[config.mk]
export PLATFORM = sky130hd
export DESIGN_NAME = lroc_front
export DESIGN_NICKNAME = d
export VERILOG_FILES = /design/src/design/lroc_pkg.sv /design/src/design/lroc_front.sv
export SDC_FILE = /design/constraint.sdc
export NUM_CORES = 1
export LEC_CHECK = 0
export BUFFER_PORTS_ARGS = -buffer_cell sky130_fd_sc_hd__buf_2
export CORE_UTILIZATION = 60
export DETAILED_ROUTE_END_ITERATION = 12
export GPL_ROUTABILITY_DRIVEN = 0
export PLACE_DENSITY = 0.89
export SLEW_MARGIN = 15
export SYNTH_ARGS = -nofsm -noshare
export SYNTH_HDL_FRONTEND = slang
export SYNTH_SLANG_ARGS = --single-unit
[constraint.sdc]
create_clock -name vclk -period 18.6
set_input_delay 3.72 -clock vclk [all_inputs]
set_output_delay 3.72 -clock vclk [all_outputs]
set_load 0.1 [all_outputs]
[src/design/lroc_pkg.sv]
// lroc_pkg: shared constants, payload and job types, cell helpers
// used by every module of the line raster overlap counter, no dependencies
package lroc_pkg;

  // grid geometry, GRID_SIZE is a power of two
  localparam int GRID_SIZE   = 1024;
  localparam int COUNT_WIDTH = 8;
  localparam int GRID_BITS   = $clog2(GRID_SIZE);
  localparam int ADDR_W      = 2 * GRID_BITS;
  localparam int DEPTH       = GRID_SIZE * GRID_SIZE;

  // field widths
  localparam int COORD_W   = 10;
  localparam int THR_W     = 8;
  localparam int OVL_W     = 21;
  localparam int CMP_W     = (COUNT_WIDTH > THR_W) ? COUNT_WIDTH : THR_W;
  localparam int CFG_IDX_W = 2;

  // job queue
  localparam int QUEUE_DEPTH = 2;
  localparam int QPTR_W      = $clog2(QUEUE_DEPTH);

  localparam logic [COUNT_WIDTH-1:0] CELL_MAX = '1;
  localparam logic [OVL_W-1:0]       OVL_MAX  = '1;

  // operation codes
  localparam logic [1:0] OP_DRAW  = 2'd0;
  localparam logic [1:0] OP_COUNT = 2'd1;
  localparam logic [1:0] OP_CLEAR = 2'd2;
  localparam logic [1:0] OP_NONE  = 2'd3;

  // status codes
  localparam logic [1:0] ST_DONE    = 2'd0;
  localparam logic [1:0] ST_SKIPPED = 2'd1;
  localparam logic [1:0] ST_SLOPE   = 2'd2;

  // configuration register indexes
  localparam logic [CFG_IDX_W-1:0] CFG_STRAIGHT  = 2'd0;
  localparam logic [CFG_IDX_W-1:0] CFG_DIAGONAL  = 2'd1;
  localparam logic [CFG_IDX_W-1:0] CFG_THRESHOLD = 2'd2;

  // configuration reset values
  localparam logic             RST_STRAIGHT  = 1'b1;
  localparam logic             RST_DIAGONAL  = 1'b1;
  localparam logic [THR_W-1:0] RST_THRESHOLD = 8'd2;

  typedef struct packed {
    logic [1:0]         operation;
    logic [COORD_W-1:0] start_x;
    logic [COORD_W-1:0] start_y;
    logic [COORD_W-1:0] end_x;
    logic [COORD_W-1:0] end_y;
  } item_t;

  typedef struct packed {
    logic [1:0]       status;
    logic [OVL_W-1:0] overlap_count;
  } result_t;

  typedef enum logic [1:0] {
    JOB_REPORT,
    JOB_WALK,
    JOB_COUNT,
    JOB_CLEAR
  } job_kind_t;

  // one classified item as handed from front to back
  typedef struct packed {
    job_kind_t          kind;
    logic [1:0]         status;
    logic [COORD_W-1:0] x;
    logic [COORD_W-1:0] y;
    logic               x_step;
    logic               y_step;
    logic               y_down;
    logic [COORD_W-1:0] len;
  } job_t;

  function automatic logic on_grid(input logic [COORD_W-1:0] coord);
    return 32'(coord) < 32'(GRID_SIZE);
  endfunction

  function automatic logic [ADDR_W-1:0] cell_addr(input logic [COORD_W-1:0] x,
                                                  input logic [COORD_W-1:0] y);
    return {GRID_BITS'(x), GRID_BITS'(y)};
  endfunction

  function automatic logic [COUNT_WIDTH-1:0] sat_inc(input logic [COUNT_WIDTH-1:0] c);
    return (c == CELL_MAX) ? c : c + 1'b1;
  endfunction

  function automatic logic meets_threshold(input logic [COUNT_WIDTH-1:0] c,
                                           input logic [THR_W-1:0] thr);
    return CMP_W'(c) >= CMP_W'(thr);
  endfunction

endpackage

[src/design/lroc_front.sv]
// lroc_front: accepts items, classifies drawable segments into walk jobs and all else into count, clear or report jobs
// depends on lroc_pkg
module lroc_front (
  input  logic           start,
  input  lroc_pkg::item_t item,
  input  logic           straight_enable,
  input  logic           diagonal_enable,
  input  logic           q_full,
  input  logic           init_busy,
  output logic           busy,
  output logic           push,
  output lroc_pkg::job_t job
);

  logic [lroc_pkg::COORD_W-1:0] xa, ya, xb, yb, ylo, yhi, dx, dy_abs;

  assign busy = init_busy | q_full;
  assign push = start & ~busy;

  always_comb begin
    // order end points by column
    if (item.start_x > item.end_x) begin
      xa = item.end_x;
      ya = item.end_y;
      xb = item.start_x;
      yb = item.start_y;
    end else begin
      xa = item.start_x;
      ya = item.start_y;
      xb = item.end_x;
      yb = item.end_y;
    end
    ylo    = (item.start_y > item.end_y) ? item.end_y : item.start_y;
    yhi    = (item.start_y > item.end_y) ? item.start_y : item.end_y;
    dx     = xb - xa;
    dy_abs = (yb > ya) ? yb - ya : ya - yb;

    job        = '0;
    job.kind   = lroc_pkg::JOB_REPORT;
    job.status = lroc_pkg::ST_DONE;

    unique case (item.operation)
      lroc_pkg::OP_DRAW: begin
        if (item.start_x == item.end_x) begin
          // vertical, a single point lands here too
          if (!straight_enable) begin
            job.status = lroc_pkg::ST_SKIPPED;
          end else begin
            job.kind   = lroc_pkg::JOB_WALK;
            job.x      = item.start_x;
            job.y      = ylo;
            job.y_step = 1'b1;
            job.len    = yhi - ylo;
          end
        end else if (ya == yb) begin
          if (!straight_enable) begin
            job.status = lroc_pkg::ST_SKIPPED;
          end else begin
            job.kind   = lroc_pkg::JOB_WALK;
            job.x      = xa;
            job.y      = ya;
            job.x_step = 1'b1;
            job.len    = dx;
          end
        end else if (dy_abs != dx) begin
          job.status = lroc_pkg::ST_SLOPE;
        end else if (!diagonal_enable) begin
          job.status = lroc_pkg::ST_SKIPPED;
        end else begin
          job.kind   = lroc_pkg::JOB_WALK;
          job.x      = xa;
          job.y      = ya;
          job.x_step = 1'b1;
          job.y_step = 1'b1;
          job.y_down = (yb < ya);
          job.len    = dx;
        end
      end
      lroc_pkg::OP_COUNT: job.kind = lroc_pkg::JOB_COUNT;
      lroc_pkg::OP_CLEAR: job.kind = lroc_pkg::JOB_CLEAR;
      default:            job.kind = lroc_pkg::JOB_REPORT;
    endcase
  end

endmodule

=== Word-level counts from Yosys, hierarchy flattened ===
Cells that the tools add are included.

* Register bits after elaboration: 0
* Input bits: 47
* Output and inout port bits: 39
* Word-level logic and storage cells: 47

* Add/subtract/negate cells: 4
* Magnitude comparators: 4
* Eq/ne operators: 5
* Muxes and demuxes: 30
* Bitwise operators: 3
* Reductions and logical operators: 1

{| class="wikitable"
|+ Operators by type and width
! cell !! count
|-
| 10-bit 2-to-1 mux || 11
|-
| 33-bit 2-to-1 mux || 2
|-
| 10-bit subtractor || 4
|-
| 35-bit 2-to-1 mux || 1
|-
| 10-bit > comparator || 3
|-
| 24-bit 2-to-1 mux || 1
|-
| 23-bit 2-to-1 mux || 1
|-
| 21-bit 2-to-1 mux || 1
|-
| 10-bit == test || 2
|-
| 20-bit 2-to-1 mux || 1
|-
| 10-bit < comparator || 1
|-
| 10-bit != test || 1
|-
| 1-bit 2-to-1 mux || 9
|-
| 2-bit one-hot mux with 3 select lines || 1
|-
| 2-bit 2-to-1 mux || 2
|-
| 2-bit by 1-bit == test with 1-bit output, second input constant || 1
|-
| 2-bit == test, second input constant || 1
|-
| 2-bit zero test || 1
|-
| 1-bit AND || 1
|-
| 1-bit inverter || 1
|-
| 1-bit OR || 1
|}

=== Logic depth before layout (Yosys ltp) ===
Gate-level depths: netlist of run 1.

* Depth after elaboration: 9
* Gate-level depth with buffers: 24
* Gate-level depth less buffers: 19

=== Worst setup path before layout of run 1 ===
OpenSTA, ideal clock, no wires.

* Path type: input to output
* Start: in item[16] in the netlist's numbering
* End: out job[3] in the netlist's numbering
* Arrival: 10.184 ns
* Data required time: 14.880 ns
* Slack: 4.696 ns
* Stages: 21
* Path buffers: 4
* Path through: inv_1 -> ha_1 -> buf_4 -> nand3_2 -> or3_4 -> a31oi_2 -> buf_6 -> buf_6 -> clkbuf_1 -> a21oi_1 -> ha_1 -> o21ai_0 -> a31oi_1 -> mux2i_1 -> o211ai_2 -> o21ai_4 -> mux2i_1 -> xnor3_1 -> nor4_2 -> nor2_2 -> o32ai_1

{| class="wikitable"
|+ RTL lines
! what !! line !! text
|-
| from (decl) || lroc_front.sv:5 || <nowiki>input lroc_pkg::item_t item,</nowiki>
|-
| to (decl) || lroc_front.sv:12 || <nowiki>output lroc_pkg::job_t job</nowiki>
|}

==> metrics, run 1 <==
Tcrit/Tclk final between 70% and 80%; NetSw about 0.00011 W; Tot Pwr roughly 0.00017 W; Buffers on Ports 86; vias in the first global route a little under 4,000; Cell Area, Synth 3421 sq um; Int Pwr 0.00006791 W; area of the multi-input gates 3123 sq um; number of vias in the routed layout 4,301; fmax 0.07606 GHz; Area after DPL 3816 sq um; commonest cells after routing, fill and taps aside buf_2 (86), nand2_1 (57), inv_1 (39); post-CTS setup buffer count 0; largest net degree at the start of global routing 22; Critical Path End Type primary output; post-DP HPWL 8973 um; fillers 461; first-pass GRT wire length 18,530 um; part of the power in registers 0%; synthesized instance count 494; status complete, no violations; WP data required 14,880 ps; placed cell count 628; Tmin final 13,150 ps; number of clock buffers in the layout 0; maxcap violations 0; Synth area leader ha_1; hold slack final 7896 ps; commonest non-fill, non-tap cell in the layout buf_2; Post-CTS Hold Buffers 0; Worst Path Arrival 9430 ps; # DRC 0; Switching Fraction 60.81%; fin nets 630; post-CTS sizing 0; die width 77.51 um; Layout area overhead 11.56%; Post-Synthesis Mean Instance Area 6.925 sq um; Synth cell types 72; Die H 77.51 um; Total GRT Usage a little under two fifths; RSZ-0062 raised after global routing false; Vias per Instance ~6.8; CP max stage delay 740 ps; Setup violations, final 0; GR Overflow Total 0; share of the synthesized area in the top cell type 9.144%; Starting Density 62.12%; register area share after synthesis 0%; WS Path Type primary input to primary output; Setup TNS 0 ps; Synthesized Nets around 570; Seq Cell Count 0; Max-slew headroom 27.62%; Rows 27; Initial DRC Count about 430; fin cells roughly 630; Comb pwr share 100.0%; post-route cell area 3816 sq um; synth top area cells ha_1 (9.1%), mux2i_1 (8.5%), nand2_1 (6.3%); leakage power about 1.8 nW; Core Area approximately 5500 sq um; Max rail drop VDD 32.75 uV; CP startpoint kind primary input; initial antenna violation count 0; routed wire length roughly 11,000 um; # IOs 86; Synth Warn # 0; Final Max Slew Viols 0; pwr dens 45.41 nW/um^2; layout cells sized above 1 21.94%; drt wl/cell 18.27 um; register area 0 sq um; post-route ant nets 0; Hold Crit Class primary input to primary output; Worst Max-Slew Pin Slew 1082 ps; TritonRoute pass-1 iters 6; Die ar. 6007 sq um; crit path max fanout 19; ANT cells 0; critical-path cell list buf_2 -> inv_1 -> ha_1 -> nand4_1 -> a211o_1 -> a31oi_4 -> nor2_1 -> a21oi_1 -> ha_1 -> o21ai_0 -> a31oi_1 -> mux2i_1 -> o211ai_2 -> o21a_2 -> mux2i_1 -> xnor3_1 -> nand2_1 -> nor4_4 -> nand3_1 -> o221ai_1 -> buf_2; clock network fraction of design power 0%; final hold viol count 0; critical path's slowest cell nor4_4
[kinds of logic after synthesis]
logic type / Yosys count / share of synthesized area (%)
AO/OA/AOI/OAI: 151 / 32.59
AND/OR/NAND/NOR: 188 / 29.44
XOR/XNOR: 28 / 9.181
buffers and inverters: 67 / 8.961
multiplexers: 35 / 10.68
adder cells (fa/ha/maj): 25 / 9.144
[routing by layer]
metal	track usage (%)	vias to the layer above	part of all wire, %
met5	0	-	0
met4	15.09	0	3.8
met3	7.059	57	12
met2	61.06	304	45
met1	47.19	1975	40
li1	-	1965	-
[layout make-up]
class | count | area share [%]
inverter | 40 | 3.934
multi-input combinational | 427 | 81.84
timing repair buffer | 89 | 11.87
tap | 72 | 2.361
[power by group through the flow]
stage | registers, W | clock network, W | logic (W)
2_1_floorplan | 0 | 0 | 0.000134
3_3_place_gp | 0 | 0 | 0.000162
3_5_place_dp | 0 | 0 | 0.000167
4_1_cts | 0 | 0 | 0.000168
5_1_grt | 0 | 0 | 0.000185
6_report | 0 | 0 | 0.000173
[stage by stage]
step | utilization (%) | setup slack (ps)
after detailed placement | 69.30 | 5601
after CTS | 69.30 | 5621
after global placement | 69.30 | 5806
after floorplan | - | 4696
after global routing | 69.30 | 5067
final | 69.30 | 5452
[cell usage after synthesis, drive strengths merged (12+ instances only)]
cell and n:
mux2i 29, inv 39, clkbuf 13, nor2b 13
a21oi 31, ha 25, o21ai 21, nand2 57
buf 14, o22ai 15, a221oi 12, nor2 38
nand2b 19, xnor2 17
[critical path: cells and delay by family]
family / cells / cell delay [ps]
AO/OA/AOI/OAI: 8 / 2260
AND/OR/NAND/NOR: 5 / 1400
adder cells (fa/ha/maj): 2 / 670
buffers and inverters: 3 / 610
multiplexers: 2 / 470
XOR/XNOR: 1 / 280
[worst paths after layout]
kind	depth (start not counted)	slack (ps)	endpoint	from
worst min-delay path	3	7900	job[35]	item[40]
worst max-delay path	21	5450	job[18]	item[12]
(Power assumes the default switching activity.)
==> run 2: changes to the inputs <==
--- a/config.mk
+++ b/config.mk
@@ -6,10 +6,10 @@
 export NUM_CORES = 1
 export LEC_CHECK = 0
 export BUFFER_PORTS_ARGS = -buffer_cell sky130_fd_sc_hd__buf_2
-export CORE_UTILIZATION = 60
+export CORE_UTILIZATION = 52
 export DETAILED_ROUTE_END_ITERATION = 12
 export GPL_ROUTABILITY_DRIVEN = 0
-export PLACE_DENSITY = 0.89
+export PLACE_DENSITY = 0.81
 export SLEW_MARGIN = 15
 export SYNTH_ARGS = -nofsm -noshare
 export SYNTH_HDL_FRONTEND = slang
==> constraint.sdc (replaced) <==
create_clock -name vclk -period 10.9
set_input_delay 2.18 -clock vclk [all_inputs]
set_output_delay 2.18 -clock vclk [all_outputs]
set_load 0.1 [all_outputs]
==> run 2 against run 1 <==
Via count decreased by 0.77%. Global-route usage decreased by 5.9 points. Setup slack got worse by 4700 ps. Utilization decreased by 9.1 points. Wire length decreased by 2.2%. Non-clock buffer count unchanged. Sequential share of layout area unchanged. First-iteration DRC count decreased by 6.8%. Power increased by 70%. Combinational power increased by 70%. Flip-flop and latch count unchanged. Critical endpoint is now job[15].
==> metrics, run 2 (same netlist as run 1, synthesis figures left out) <==
WS Path Type primary input to primary output; critical-path cell list buf_2 -> inv_1 -> ha_1 -> nand3_2 -> or3_4 -> a31oi_4 -> buf_4 -> nor2_1 -> a21oi_1 -> ha_1 -> a21oi_1 -> mux2i_1 -> a21oi_1 -> xnor2_1 -> inv_1 -> a221oi_2 -> nand3_2 -> nor4_4 -> nand3_1 -> o221ai_1 -> buf_2; Setup TNS 0 ps (unchanged); Layout area overhead 11.74%; number of clock buffers in the layout 0 (unchanged); Comb pwr share 100.0% (about the same); commonest non-fill, non-tap cell in the layout buf_2; fmax 0.09897 GHz; hold worst-path end job[35]; Seq Cell Count 0 (unchanged); first-pass GRT wire length 18,250 um (-1.5%); initial antenna violation count 0 (unchanged); maxcap violations 0 (unchanged); Rows 29 (+7.4%); register area 0 sq um (unchanged); number of vias in the routed layout 4,268 (-0.77%); Post-CTS Hold Buffers 0 (unchanged); ANT cells 0 (unchanged); status complete, no violations; Switching Fraction 60.52% (-0.29 points); part of the power in registers 0% (unchanged); Int Pwr 0.0001160 W (+71%); crit path max fanout 20 (+1); leakage power 1.823 nW (unchanged); CP startpoint kind primary input; Starting Density 53.87% (-8.3 points); vias in the first global route 3,880 (-1.9%); TritonRoute pass-1 iters 6 (unchanged); Tcrit/Tclk final approximately 93%; Hold Path Depth 3 (unchanged); Worst Max-Slew Pin Slew 1047 ps (-34.44 ps); most used cell along the critical path a21oi_1; drt wl/cell 17.73 um (-3.0%); post-route ant nets 0 (unchanged); Worst Path Arrival 7920 ps (-1510 ps); Hold Crit Class primary input to primary output; fin nets 630 (unchanged); hold slack final 4807 ps (-3089 ps); Die ar. 6906 sq um (+15%); GR Overflow Total 0 (unchanged); critical hold path startpoint item[40]; Max-slew headroom 29.92% (+2.3 points); NetSw 0.0001778 W (+69%); area of the multi-input gates 3123 sq um (unchanged); routed wire length 11,220 um (-2.2%); Tmin final 10,100 ps; post-CTS sizing 0 (unchanged); # IOs 86 (unchanged); cell family with most CP delay simple AND/OR/NAND/NOR gates; Buffers on Ports 86 (unchanged); pwr dens 76.86 nW/um^2 (+69%); Critical Path End Type primary output; post-DP HPWL 8866 um (-1.2%); Initial DRC Count 400 (-6.8%); layout cells sized above 1 21.94% (unchanged); post-route setup slack 795.7 ps (-4656 ps); Post-Place Setup Slack 927.9 ps (-4673 ps); Max rail drop VDD 50.79 uV (+55%); RSZ-0062 raised after global routing false; commonest cells after routing, fill and taps aside buf_2 (86), nand2_1 (57), inv_1 (39); Die H 83.11 um (+7.2%); CP max stage delay 780 ps (+40 ps); Setup violations, final 0 (unchanged); fillers 609 (+32%); Tot Pwr 0.0002938 W (+70%); Core Area 6350 sq um (+15%); Vias per Instance 6.742 (-1.6%); critical path's slowest cell nor4_4; post-CTS setup buffer count 0 (unchanged); Buf/Inv on CP 5 (+2); die width 83.11 um (+7.2%); final hold viol count 0 (unchanged); largest net degree at the start of global routing 21 (-4.5%); # DRC 0 (unchanged); Total GRT Usage 31.27% (-5.9 points); clock network fraction of design power 0% (unchanged); WP data required 8720 ps (-6160 ps); Final Max Slew Viols 0 (unchanged)
run 2: cell counts in the layout (fill, tap and decap cells not counted):
No cell type changed its count.
run 2: final cells by class:
class / count / area share, %
multi-input cells: 427 / 81.70
repair buffers: 89 / 11.85
inverters: 40 / 3.928
well taps: 77 / 2.520
run 2: how the worst max path moves through the flow:
stage,slack [ps],to,cells after the start,startpoint
floorplan,80,job[3],21,item[16]
global placement,1150,job[15],19,item[16]
detailed placement,930,job[18],21,item[16]
CTS,910,job[18],21,item[16]
global route,460,job[18],21,item[12]
finish,800,job[15],21,item[16]
run 2: power groups by stage:
stage	sequential (W)	combinational, W	clock [W]
after floorplan	0	0.000228	0
after global placement	0	0.000279	0
after detailed placement	0	0.000284	0
after CTS	0	0.000286	0
after global routing	0	0.000314	0
final	0	0.000294	0
run 2: per-layer routing:
metal	GRT usage [%]	vias up	wire length, um
met5	0	-	0
met4	8.934	0	396
met3	4.076	46	1175
met2	51.34	265	4980
met1	42.65	1984	4669
li1	-	1973	-
run 2: per-stage QoR:
stage / instances / cell area (sq um) / utilization (%)
2_1_floorplan: 494 / 3421 / -
3_3_place_gp: 633 / 3822 / 60.20
3_5_place_dp: 633 / 3822 / 60.20
4_1_cts: 633 / 3822 / 60.20
5_1_grt: 633 / 3822 / 60.20
6_report: 633 / 3822 / 60.20
