`src/design/lroc_pkg.sv`:
```
// lroc_pkg: shared constants, payload and job types, cell helpers
// used by every module of the line raster overlap counter, no dependencies
package lroc_pkg;

  // grid geometry, GRID_SIZE is a power of two
  localparam int GRID_SIZE   = 1024;
  localparam int COUNT_WIDTH = 8;
  localparam int GRID_BITS   = $clog2(GRID_SIZE);
  localparam int ADDR_W      = 2 * GRID_BITS;
  localparam int DEPTH       = GRID_SIZE * GRID_SIZE;

  // field widths
  localparam int COORD_W   = 10;
  localparam int THR_W     = 8;
  localparam int OVL_W     = 21;
  localparam int CMP_W     = (COUNT_WIDTH > THR_W) ? COUNT_WIDTH : THR_W;
  localparam int CFG_IDX_W = 2;

  // job queue
  localparam int QUEUE_DEPTH = 2;
  localparam int QPTR_W      = $clog2(QUEUE_DEPTH);

  localparam logic [COUNT_WIDTH-1:0] CELL_MAX = '1;
  localparam logic [OVL_W-1:0]       OVL_MAX  = '1;

  // operation codes
  localparam logic [1:0] OP_DRAW  = 2'd0;
  localparam logic [1:0] OP_COUNT = 2'd1;
  localparam logic [1:0] OP_CLEAR = 2'd2;
  localparam logic [1:0] OP_NONE  = 2'd3;

  // status codes
  localparam logic [1:0] ST_DONE    = 2'd0;
  localparam logic [1:0] ST_SKIPPED = 2'd1;
  localparam logic [1:0] ST_SLOPE   = 2'd2;

  // configuration register indexes
  localparam logic [CFG_IDX_W-1:0] CFG_STRAIGHT  = 2'd0;
  localparam logic [CFG_IDX_W-1:0] CFG_DIAGONAL  = 2'd1;
  localparam logic [CFG_IDX_W-1:0] CFG_THRESHOLD = 2'd2;

  // configuration reset values
  localparam logic             RST_STRAIGHT  = 1'b1;
  localparam logic             RST_DIAGONAL  = 1'b1;
  localparam logic [THR_W-1:0] RST_THRESHOLD = 8'd2;

  typedef struct packed {
    logic [1:0]         operation;
    logic [COORD_W-1:0] start_x;
    logic [COORD_W-1:0] start_y;
    logic [COORD_W-1:0] end_x;
    logic [COORD_W-1:0] end_y;
  } item_t;

  typedef struct packed {
    logic [1:0]       status;
    logic [OVL_W-1:0] overlap_count;
  } result_t;

  typedef enum logic [1:0] {
    JOB_REPORT,
    JOB_WALK,
    JOB_COUNT,
    JOB_CLEAR
  } job_kind_t;

  // one classified item as handed from front to back
  typedef struct packed {
    job_kind_t          kind;
    logic [1:0]         status;
    logic [COORD_W-1:0] x;
    logic [COORD_W-1:0] y;
    logic               x_step;
    logic               y_step;
    logic               y_down;
    logic [COORD_W-1:0] len;
  } job_t;

  function automatic logic on_grid(input logic [COORD_W-1:0] coord);
    return 32'(coord) < 32'(GRID_SIZE);
  endfunction

  function automatic logic [ADDR_W-1:0] cell_addr(input logic [COORD_W-1:0] x,
                                                  input logic [COORD_W-1:0] y);
    return {GRID_BITS'(x), GRID_BITS'(y)};
  endfunction

  function automatic logic [COUNT_WIDTH-1:0] sat_inc(input logic [COUNT_WIDTH-1:0] c);
    return (c == CELL_MAX) ? c : c + 1'b1;
  endfunction

  function automatic logic meets_threshold(input logic [COUNT_WIDTH-1:0] c,
                                           input logic [THR_W-1:0] thr);
    return CMP_W'(c) >= CMP_W'(thr);
  endfunction

endpackage

```
`src/design/lroc_queue.sv`:
```
// lroc_queue: short job queue between front and back
// depends on lroc_pkg
module lroc_queue (
  input  logic           clk,
  input  logic           rst,
  input  logic           push,
  input  lroc_pkg::job_t push_job,
  input  logic           pop,
  output lroc_pkg::job_t head,
  output logic           full,
  output logic           empty
);

  lroc_pkg::job_t                slots [lroc_pkg::QUEUE_DEPTH];
  logic [lroc_pkg::QPTR_W-1:0]   wr_ptr, rd_ptr;
  logic [lroc_pkg::QPTR_W:0]     fill;

  assign full  = (fill == (lroc_pkg::QPTR_W + 1)'(lroc_pkg::QUEUE_DEPTH));
  assign empty = (fill == '0);
  assign head  = slots[rd_ptr];

  always_ff @(posedge clk) begin
    if (push) begin
      slots[wr_ptr] <= push_job;
    end
  end

  always_ff @(posedge clk) begin
    if (rst) begin
      wr_ptr <= '0;
      rd_ptr <= '0;
      fill   <= '0;
    end else begin
      if (push) begin
        wr_ptr <= (wr_ptr == lroc_pkg::QPTR_W'(lroc_pkg::QUEUE_DEPTH - 1)) ? '0 : wr_ptr + 1'b1;
      end
      if (pop) begin
        rd_ptr <= (rd_ptr == lroc_pkg::QPTR_W'(lroc_pkg::QUEUE_DEPTH - 1)) ? '0 : rd_ptr + 1'b1;
      end
      if (push && !pop) begin
        fill <= fill + 1'b1;
      end else if (pop && !push) begin
        fill <= fill - 1'b1;
      end
    end
  end

endmodule

```
`config.mk`:
```
export PLATFORM = sky130hd
export DESIGN_NAME = lroc_queue
export DESIGN_NICKNAME = d
export VERILOG_FILES = /design/src/design/lroc_pkg.sv /design/src/design/lroc_queue.sv
export SDC_FILE = /design/constraint.sdc
export NUM_CORES = 1
export LEC_CHECK = 0
export BUFFER_PORTS_ARGS = -buffer_cell sky130_fd_sc_hd__buf_2
export CORE_UTILIZATION = 50
export DETAILED_ROUTE_END_ITERATION = 16
export PLACE_DENSITY = 0.88
export SYNTH_ARGS = -nofsm -noshare
export SYNTH_HDL_FRONTEND = slang
export SYNTH_SLANG_ARGS = --single-unit
```
`constraint.sdc`:
```
create_clock -name clk -period 3.6 [get_ports clk]
set_input_delay 0.54 -clock clk [delete_from_list [all_inputs] [get_ports clk]]
set_output_delay 0.54 -clock clk [all_outputs]
set_load 0.03 [all_outputs]
```
# --- Word-level counts from Yosys, hierarchy flattened ---
# Memory sizes are Yosys's and may differ from the RTL's. A register that Yosys moved wholly into a read port is not among the register bits.
# Index checks and enable logic that the tools add are counted.
totals:
  register_bits: 4
  ramBits: 74
  inputBits: 41
  output_inout_bits: 39
  wordCells: 23
  mem_count: 1
memory_table:
  columns: ["name", "words", "width", "read_ports", "rd_clocked_by_memory_dff", "wr", "line_no", "rtl"]
  rows:
  - ["slots", 2, 37, 1, 1, 1, "lroc_queue.sv:14", "lroc_pkg::job_t slots [lroc_pkg::QUEUE_DEPTH];"]
classes:
  n_addsub: 4
  eq_ne: 1
  muxes: 8
  reduce_logical: 6
ops:
  columns: ["cell", "count"]
  rows:
  - ["1-bit 2-to-1 mux", 6]
  - ["2-bit 2-to-1 mux", 2]
  - ["1-bit adder (second input constant)", 2]
  - ["2-bit by 1-bit adder with 2-bit output (second input constant)", 1]
  - ["2-bit equality test (second input constant)", 1]
  - ["1-bit logical AND", 2]
  - ["1-bit zero test", 2]
  - ["2-bit zero test", 1]
  - ["2-bit nonzero test", 1]
  - ["2-bit by 1-bit subtractor with 2-bit output (second input constant)", 1]

# --- Longest topological paths before layout ---
# Gate-level depths: netlist of the first run.
logic_depth:
  depth_word: 4
  mapped_depth: 5
  mapped_depth_nobuf: 5

# --- Least setup slack after synthesis of the first run ---
# No wires, ideal clock.
synth_timing:
  path_kind: "input to register"
  from: "in push"
  to: "mem slots[0][0] in the netlist's numbering, enable pin"
  setup_time_ps: 436
  t_arrival_ps: 2201
  t_required_ps: 3164
  path_slack_ps: 963
  stages: 1
  n_path_buf: 0
  path_cell_list: "nor2b_1"
synth_between:
  elab_chain_len: 2
synth_lines:
  columns: ["item", "line_no", "rtl"]
  rows:
  - ["start: declaration", "lroc_queue.sv:6", "input logic push,"]
  - ["1-bit 2-to-1 mux", "lroc_queue.sv:23", "if (push) begin"]
  - ["1-bit 2-to-1 mux (implied by the code)", "lroc_queue.sv:24", "slots[wr_ptr] <= push_job;"]
  - ["end: declaration", "lroc_queue.sv:14", null]
# Every way passes these cells.

==> metrics.md, run 1 <==
| Metric | Value |
|---|---|
| Outcome | completed |
| Area after DPL | 3340 sq um |
| Top-count cell post-synth | edfxtp_1 |
| Postcts setup bufs | 0 |
| Comb pwr share | 0.133 |
| Psw | 0.000511 W |
| Ys async rst share | 0 |
| Int Pwr | 0.00158 W |
| Die Area | 6080 sq um |
| Vias in the first global route | 1553 |
| Clock Power Share | 0.341 |
| Post-synth cell types | 16 |
| Die Span Y | 78.0 um |
| CP Capture Type | output pin |
| Sequential area share after synthesis | 0.805 |
| Syn Nets | 179 |
| Skew final | 12.7 ps |
| CTS tree | done |
| Synth Register Bits | 79 |
| Max Fclk | 0.420 GHz |
| WL per Instance | 15.1 um |
| Pin count of the biggest net entering global routing | 38 |
| Vias/cell | 4.98 |
| H-tree depth | 3 |
| Final RePlAce weighted congestion | 0.627 |
| Top cells by instance count after synthesis | edfxtp_1, mux2_2, dfxtp_1, nor2_1, buf_6 |
| Syn_area_per_cell | 21.1 sq um |
| DRC | 0 |
| Placeable Area | 5540 sq um |
| HP Class | input port to flop |
| Switching Fraction | 0.244 |
| Clock Latency Late Sink | 340 ps |
| Worst Tran Pin Value | 1060 ps |
| Fin util | 0.643 |
| First DRT Iteration DRCs | 66 |
| Leakage power | 1.35 nW |
| Inst Count DP | 284 |
| Final hold violation count | 0 |
| Buffers on Ports | 79 |
| Synthesized instance count | 137 |
| EDFF count, synth | 74 |
| Diodes inserted | 0 |
| Initial core utilization | 0.521 |
| Required @ worst endpoint | 3060 ps |
| CP Max Fanout | 37 |
| # setup viols final | 0 |
| First-pass GRT wire length | 6990 um |
| Slew HR | 0.291 |
| Met1 Wirelength | 1910 um |
| Worst-path clk slew | 80 ps |
| Power per standard cell area | 588 nW/um^2 |
| Met3 wire length | 234 um |
| Clock Sinks | 79 |
| Total wire length | 4540 um |
| Share of layout cells above drive strength 1 | 0.592 |
| Finished Cell Area | 3560 sq um |
| Slew Limit Fails | 0 |
| DP HPWL | 2910 um |
| Drt pass-1 iters | 2 |
| Gr usage total | 0.158 |
| Initial antenna violation count | 0 |
| Max-cap viol count | 0 |
| Clock Path Buffers | 2 |
| Ys flop type | edfxtp_1 |
| Syn-to-layout area delta | 23.5% |
| Design Power | 0.00209 W |
| IO Pins | 80 |
| Sequential Power Share | 0.526 |
| Met2 routed WL | 2270 um |
| Period utilization | 0.661 |
| VDD IR-drop max | 0.000375 V |
| Top layer in use | met4 |
| Fin cells | 300 |
| Mapped Area | 2890 sq um |
| Area leader, netlist | edfxtp_1 |
| Vias | 1495 |
| RSZ-0062 raised after global routing | no |
| CTS Buf Count | 9 |
| GRT overflow | 0 |
| Ranking of synthesized cells by area | edfxtp_1, mux2_2, dfxtp_1, buf_6, nor2_1 |
| Startpoint class of the critical path | flop |
| Setup TNS | 0 ps |
| Critical path class | flop to output pin |
| Worst Path Arrival | 1840 ps |
| Post-cts resize count | 0 |
| Rows | 27 |
| Routed Antenna Nets | 0 |
| Synth top area share | 0.770 |
| Clock Tree Root | clkbuf_8 |
| Filler cells | 405 |
| Fin nets | 265 |
| Yosys warns | 0 |
| Post-CTS Hold Fix Bufs | 0 |
| Post-layout min period | 2380 ps |
| Chip width | 78.0 um |
==> flip-flops by register name, indices dropped and copies added, names as in the netlist, named ones only <==
signal	count
slots	74
fill	2
rd_ptr	1
wr_ptr	1
==> path summary, 6_finish.rpt <==
kind | from | cells past startpoint | slack [ps] | end
max reg2reg | wr_ptr$_SDFFE_PP0P_ | 1 | 1980 | slots[1][6]$_DFFE_PP_
min | push_job[35] | 1 | 380 | slots[0][35]$_DFFE_PP_
min reg2reg | fill[1]$_SDFFE_PP0P_ | 2 | 510 | fill[1]$_SDFFE_PP0P_
max | flop | 2 | 1220 | head[20]
==> critical path, cell delays in order (launching register included) <==
cell     delay [ps]
dfxtp_2         900
mux2_2          420
buf_2           180
==> power by group through the flow <==
stage	Clock, W	Combinational, W	Sequential, W
6_report	0.000715	0.000278	0.00110
2_1_floorplan	0	0.000214	0.00110
3_5_place_dp	0	0.000281	0.00112
4_1_cts	0.000725	0.000282	0.00110
5_1_grt	0.000760	0.000296	0.00111
3_3_place_gp	0	0.000276	0.00112
==> logic make-up after synthesis <==
kind of cell,share of synthesized area
flip-flops,0.805
multiplexers,0.144
AND/OR/NAND/NOR,0.0161
buffers and inverters,0.0147
XOR/XNOR,0.0121
AO/OA/AOI/OAI,0.00347
adder cells (fa/ha/maj),0.00434
==> layer usage <==
metal  global-route usage  vias to the layer above
met3               0.0388                       12
met1                0.187                      726
met4               0.0963                        0
li1                     -                      706
met5                    0                        -
met2                0.262                       51
==> stage by stage <==
| step | hold slack [ps] | worst slack (ps) |
|---|---|---|
| finish | 385 | 1220 |
| detailed placement | 498 | 1560 |
| floorplan | 461 | 963 |
| global placement | 484 | 1540 |
| global route | 379 | 1120 |
| CTS | 372 | 1180 |
==> placed cells by master (no fill, tap or decap), types with 2 or more instances in the layout <==
cell / n
buf_2: 79
bufinv_16: 2
clkbuf_8: 10
dfxtp_1: 4
edfxtp_1: 74
mux2_2: 37
nor2_1: 5
xnor2_1: 2
xor2_1: 2
==> cell type report <==
cell class                 count  area, sq um  share of cell area
sequential                    79         2320               0.652
multi-input combinational     53          529               0.148
timing repair buffer          79          395               0.111
clock buffer                  11          141              0.0397
tap                           72         90.1              0.0253
clock inverter                 5         81.3              0.0228
inverter                       1         3.75             0.00105
No activity file was read; power rests on OpenSTA's default activity.
==> run 2: changes to the inputs <==
- clock period: 3.6 -> 2.3 ns (I/O delays scaled with it)
==> run 2 against run 1 <==
  * Hold slack worse by 190 ps
  * Final area is the same
  * Critical endpoint is now head[16]
  * Largest power group unchanged
  * Worst setup slack worse by 1000 ps
  * Global-route usage up 0.93 points
==> metrics.md, run 2 (synthesis results as in run 1) <==
| Metric | Value |
|---|---|
| Outcome | completed |
| Clock Path Buffers | 2 |
| Switching Fraction | 0.249 |
| RSZ-0062 raised after global routing | no |
| Startpoint class of the critical path | flop |
| Comb pwr share | 0.149 |
| Post-cts resize count | 0 |
| Clock Power Share | 0.302 |
| IO Pins | 80 |
| Met1 Wirelength | 1800 um |
| Pin count of the biggest net entering global routing | 38 |
| Syn-to-layout area delta | 23.5% |
| H-tree depth | 3 |
| Initial core utilization | 0.521 |
| Postcts setup bufs | 0 |
| DRC | 0 |
| Max-cap viol count | 0 |
| Psw | 0.000774 W |
| Max reg flops | 74 |
| Worst path cell trace | buf_4, mux2_2, buf_2 |
| First DRT Iteration DRCs | 84 |
| CTS tree | done |
| Chip width | 78.0 um |
| CP Max Fanout | 17 |
| Largest Register | slots |
| Vias | 1517 |
| GRT overflow | 0 |
| Clock Sinks | 79 |
| Worst hold path cell count | 1 |
| Die Area | 6080 sq um |
| Slew Limit Fails | 0 |
| Leakage power | 1.35 nW |
| HP Class | input port to flop |
| Initial antenna violation count | 0 |
| Vias in the first global route | 1528 |
| Worst Tran Pin Value | 498 ps |
| Drt pass-1 iters | 4 |
| Worst hold slack | 193 ps |
| Diodes inserted | 0 |
| Post-layout min period | 2090 ps |
| Biggest registers after layout | slots x74, fill x2 |
| Vias/cell | 4.99 |
| Power per standard cell area | 873 nW/um^2 |
| Final hold violation count | 0 |
| Commonest non-fill, non-tap cells in the layout | buf_2, edfxtp_1, mux2_2, clkbuf_8, nor2_1 |
| Inst Count DP | 288 |
| Max Fclk | 0.478 GHz |
| Critical path class | flop to output pin |
| Clock Latency Late Sink | 330 ps |
| Fin cells | 304 |
| Fin nets | 269 |
| CP Capture Type | output pin |
| Period utilization | 0.909 |
| Required @ worst endpoint | 1960 ps |
| Slew HR | 0.668 |
| Sequential Power Share | 0.550 |
| Setup TNS | 0 ps |
| CTS Buf Count | 9 |
| Rows | 27 |
| First-pass GRT wire length | 7230 um |
| DP HPWL | 3280 um |
| Clock Tree Root | clkbuf_8 |
| Final RePlAce weighted congestion | 0.729 |
| VDD IR-drop max | 0.000422 V |
| Top layer in use | met4 |
| Most common cell after layout, fill and taps aside | buf_2 |
| Worst-path clk slew | 80 ps |
| Skew final | 8.50 ps |
| Post-CTS Hold Fix Bufs | 0 |
| Die Span Y | 78.0 um |
| Buffers on Ports | 79 |
| Share of layout cells above drive strength 1 | 0.582 |
| Met3 wire length | 241 um |
| Placeable Area | 5540 sq um |
| Gr usage total | 0.167 |
| Int Pwr | 0.00234 W |
| Largest stage delay, worst path | 580 ps |
| CP max stage cell | dfxtp_2 |
| # setup viols final | 0 |
| R2R depth | 2 |
| WL per Instance | 15.9 um |
| Total wire length | 4850 um |
| Routed Antenna Nets | 0 |
| Worst Path Arrival | 1750 ps |
| Met2 routed WL | 2680 um |
[run 2: changes by cell type in the layout (fill, tap and decap cells not counted)]
cell,delta
buf_12,+1
buf_4,+3
bufinv_16,-1
clkbuf_1,+1
clkbuf_8,-1
clkinv_1,+3
clkinv_2,-1
clkinv_4,-1
[run 2: worst paths after layout]
check,endpoint,slack [ps],from
setup / recovery,head[16],210,flop
hold / removal,slots[0][23]$_DFFE_PP_,190,push_job[23]
setup reg to reg,slots[1][0]$_DFFE_PP_,850,wr_ptr$_SDFFE_PP0P_
hold reg to reg,fill[1]$_SDFFE_PP0P_,510,fill[1]$_SDFFE_PP0P_
[run 2: layout make-up]
| class | count | area (sq um) |
|---|---|---|
| flip-flops and latches | 79 | 2320 |
| fillers | 423 | 1980 |
| multi-input cells | 53 | 529 |
| repair buffers | 83 | 438 |
| clock buffers | 11 | 131 |
| well taps | 72 | 90.1 |
| clock inverters | 5 | 48.8 |
| inverters | 1 | 3.75 |
[run 2: power groups by stage]
stage               clock network [W]  logic, W  registers [W]
floorplan                           0  0.000336        0.00172
global placement                    0  0.000458        0.00174
detailed placement                  0  0.000467        0.00174
CTS                          0.000959  0.000469        0.00171
global route                  0.00101  0.000490        0.00172
finish                       0.000938  0.000463        0.00171
[run 2: stage by stage]
stage | power, W | util | instance area [sq um] | setup WS (ps)
final | 0.00311 | 0.643 | 3560 | 210
after global routing | 0.00322 | 0.643 | 3560 | 97.0
after CTS | 0.00314 | 0.643 | 3560 | 167
after detailed placement | 0.00221 | 0.611 | 3380 | 537
after global placement | 0.00219 | 0.611 | 3380 | 544
after floorplan | 0.00206 | - | 2890 | 546
[run 2: routing by layer]
metal / GRT usage / vias to the layer above
met5: 0 / -
met4: 0.113 / 0
met2: 0.286 / 48
met3: 0.0529 / 12
li1: - / 711
met1: 0.177 / 746
[run 2: worst max-delay path: cells and delay by family (launching register included)]
family,cells,cell delay (ps)
flip-flops,1,580
buffers and inverters,2,470
multiplexers,1,360
==> run 3: changes to the inputs <==
- clock period: 2.3 -> 2.6 ns (I/O delays scaled with it)
==> run 3 against run 2 <==
  * First-iteration DRC count is 24% higher
  * Via count fell by 2.2%
  * Register-to-register slack improved by 310 ps
  * Total power is 15% lower
  * Critical path type unchanged
  * Critical endpoint is now head[13]
==> metrics.md, run 3 (synthesis results as in run 1) <==
| Metric | Value |
|---|---|
| Slew HR | 0.609 |
| Post-CTS Hold Fix Bufs | 0 |
| Inst Count DP | 287 |
| Placeable Area | 5540 sq um |
| Clock Sinks | 79 |
| Vias | 1483 |
| DP HPWL | 2990 um |
| Fin cells | 303 |
| Max Fclk | 0.491 GHz |
| H-tree depth | 3 |
| Drt pass-1 iters | 4 |
| CP Max Fanout | 24 |
| CTS tree | done |
| Final RePlAce weighted congestion | 0.666 |
| Clock Path Buffers | 2 |
| IO Pins | 80 |
| Psw | 0.000670 W |
| Int Pwr | 0.00198 W |
| Initial antenna violation count | 0 |
| Rows | 27 |
| Fin nets | 268 |
| Worst-path clk slew | 80 ps |
| CP Capture Type | output pin |
| Slew Limit Fails | 0 |
| First-pass GRT wire length | 6670 um |
| Largest stage delay, worst path | 550 ps |
| Postcts setup bufs | 0 |
| Max-cap viol count | 0 |
| Chip width | 78.0 um |
| # setup viols final | 0 |
| Diodes inserted | 0 |
| Required @ worst endpoint | 2210 ps |
| Leakage power | 1.35 nW |
| Skew final | 5.93 ps |
| Sequential Power Share | 0.571 |
| Vias/cell | 4.89 |
| Post-cts resize count | 0 |
| GRT overflow | 0 |
| Vias in the first global route | 1492 |
| FF-to-FF Start | wr_ptr$_SDFFE_PP0P_ |
| Comb pwr share | 0.157 |
| Initial core utilization | 0.521 |
| Routed Antenna Nets | 0 |
| RSZ-0062 raised after global routing | no |
| CTS Buf Count | 9 |
| VDD IR-drop max | 0.000354 V |
| HP Class | input port to flop |
| Die Area | 6080 sq um |
| Clock Power Share | 0.272 |
| Outcome | completed |
| WL per Instance | 14.7 um |
| Largest Register | slots |
| Hold path startpoint | push_job[16] |
| Syn-to-layout area delta | 23.3% |
| First DRT Iteration DRCs | 104 |
| Biggest registers after layout | slots x74, fill x2 |
| CP max stage cell | dfxtp_2 |
| DRC | 0 |
| Top Family by Delay on Critical Path | flip-flops |
| Filler cells | 415 |
| Power per standard cell area | 744 nW/um^2 |
| Worst Path Arrival | 1650 ps |
| Gr usage total | 0.151 |
| Pin count of the biggest net entering global routing | 25 |
| Clock Tree Root | clkbuf_8 |
| Commonest non-fill, non-tap cells in the layout | buf_2, edfxtp_1, mux2_2, clkbuf_8, nor2_1 |
| Startpoint class of the critical path | flop |
| Total wire length | 4460 um |
| Max reg flops | 74 |
| Share of layout cells above drive strength 1 | 0.584 |
| Bufs and invs on worst path | 2 |
| Switching Fraction | 0.253 |
| Most common cell after layout, fill and taps aside | buf_2 |
| Setup TNS | 0 ps |
| Buffers on Ports | 79 |
| Worst path cell trace | buf_12, mux2_2, buf_2 |
| Post-layout min period | 2040 ps |
| Die Span Y | 78.0 um |
| Critical path class | flop to output pin |
| Clock Latency Late Sink | 320 ps |
| Final hold violation count | 0 |
| Period utilization | 0.783 |
| Worst Tran Pin Value | 585 ps |
[run 3: cell types whose count changed in the layout (fill, tap and decap cells not counted)]
cell       before  now
clkinv_1        3    2
clkinv_2        0    2
buf_4           3    0
bufinv_16       1    0
buf_12          1    3
[run 3: power groups by stage]
stage	clock [W]	combinational (W)	sequential, W
6_report	0.000720	0.000416	0.00151
5_1_grt	0.000791	0.000439	0.00152
3_5_place_dp	0	0.000420	0.00154
4_1_cts	0.000744	0.000422	0.00151
3_3_place_gp	0	0.000413	0.00153
2_1_floorplan	0	0.000296	0.00152
[run 3: path summary, 6_finish.rpt]
kind	cells after the start	slack [ps]	endpoint
max	3	560	head[13]
min	1	250	slots[1][16]$_DFFE_PP_
min reg2reg	2	510	fill[1]$_SDFFE_PP0P_
max reg2reg	2	1160	slots[1][13]$_DFFE_PP_
[run 3: through the flow]
step	utilization	hold WS [ps]	setup slack, ps	instance area (sq um)	power [W]
detailed placement	0.614	501	900	3400	0.00196
finish	0.642	251	563	3560	0.00265
CTS	0.642	233	533	3560	0.00268
global placement	0.614	483	905	3400	0.00195
global route	0.642	233	496	3560	0.00275
floorplan	-	459	113	2890	0.00182
[run 3: layout make-up]
| type | instances | area [sq um] | share of cell area |
|---|---|---|---|
| Clock buffer | 11 | 131 | 0.0369 |
| Timing Repair Buffer | 82 | 455 | 0.128 |
| Multi-Input combinational cell | 53 | 529 | 0.149 |
| Sequential cell | 79 | 2320 | 0.653 |
| Tap cell | 72 | 90.1 | 0.0253 |
| Inverter | 1 | 3.75 | 0.00105 |
| Clock inverter | 5 | 25.0 | 0.00703 |
[run 3: routing by layer]
metal  vias up  track usage  share of wire  wire length (um)
met5         -            0              0                 0
met3        11       0.0353          0.051               226
met2        53        0.254           0.49              2200
met1       710        0.175           0.43              1920
li1        709            -              -                 -
met4         0       0.0944          0.026               116
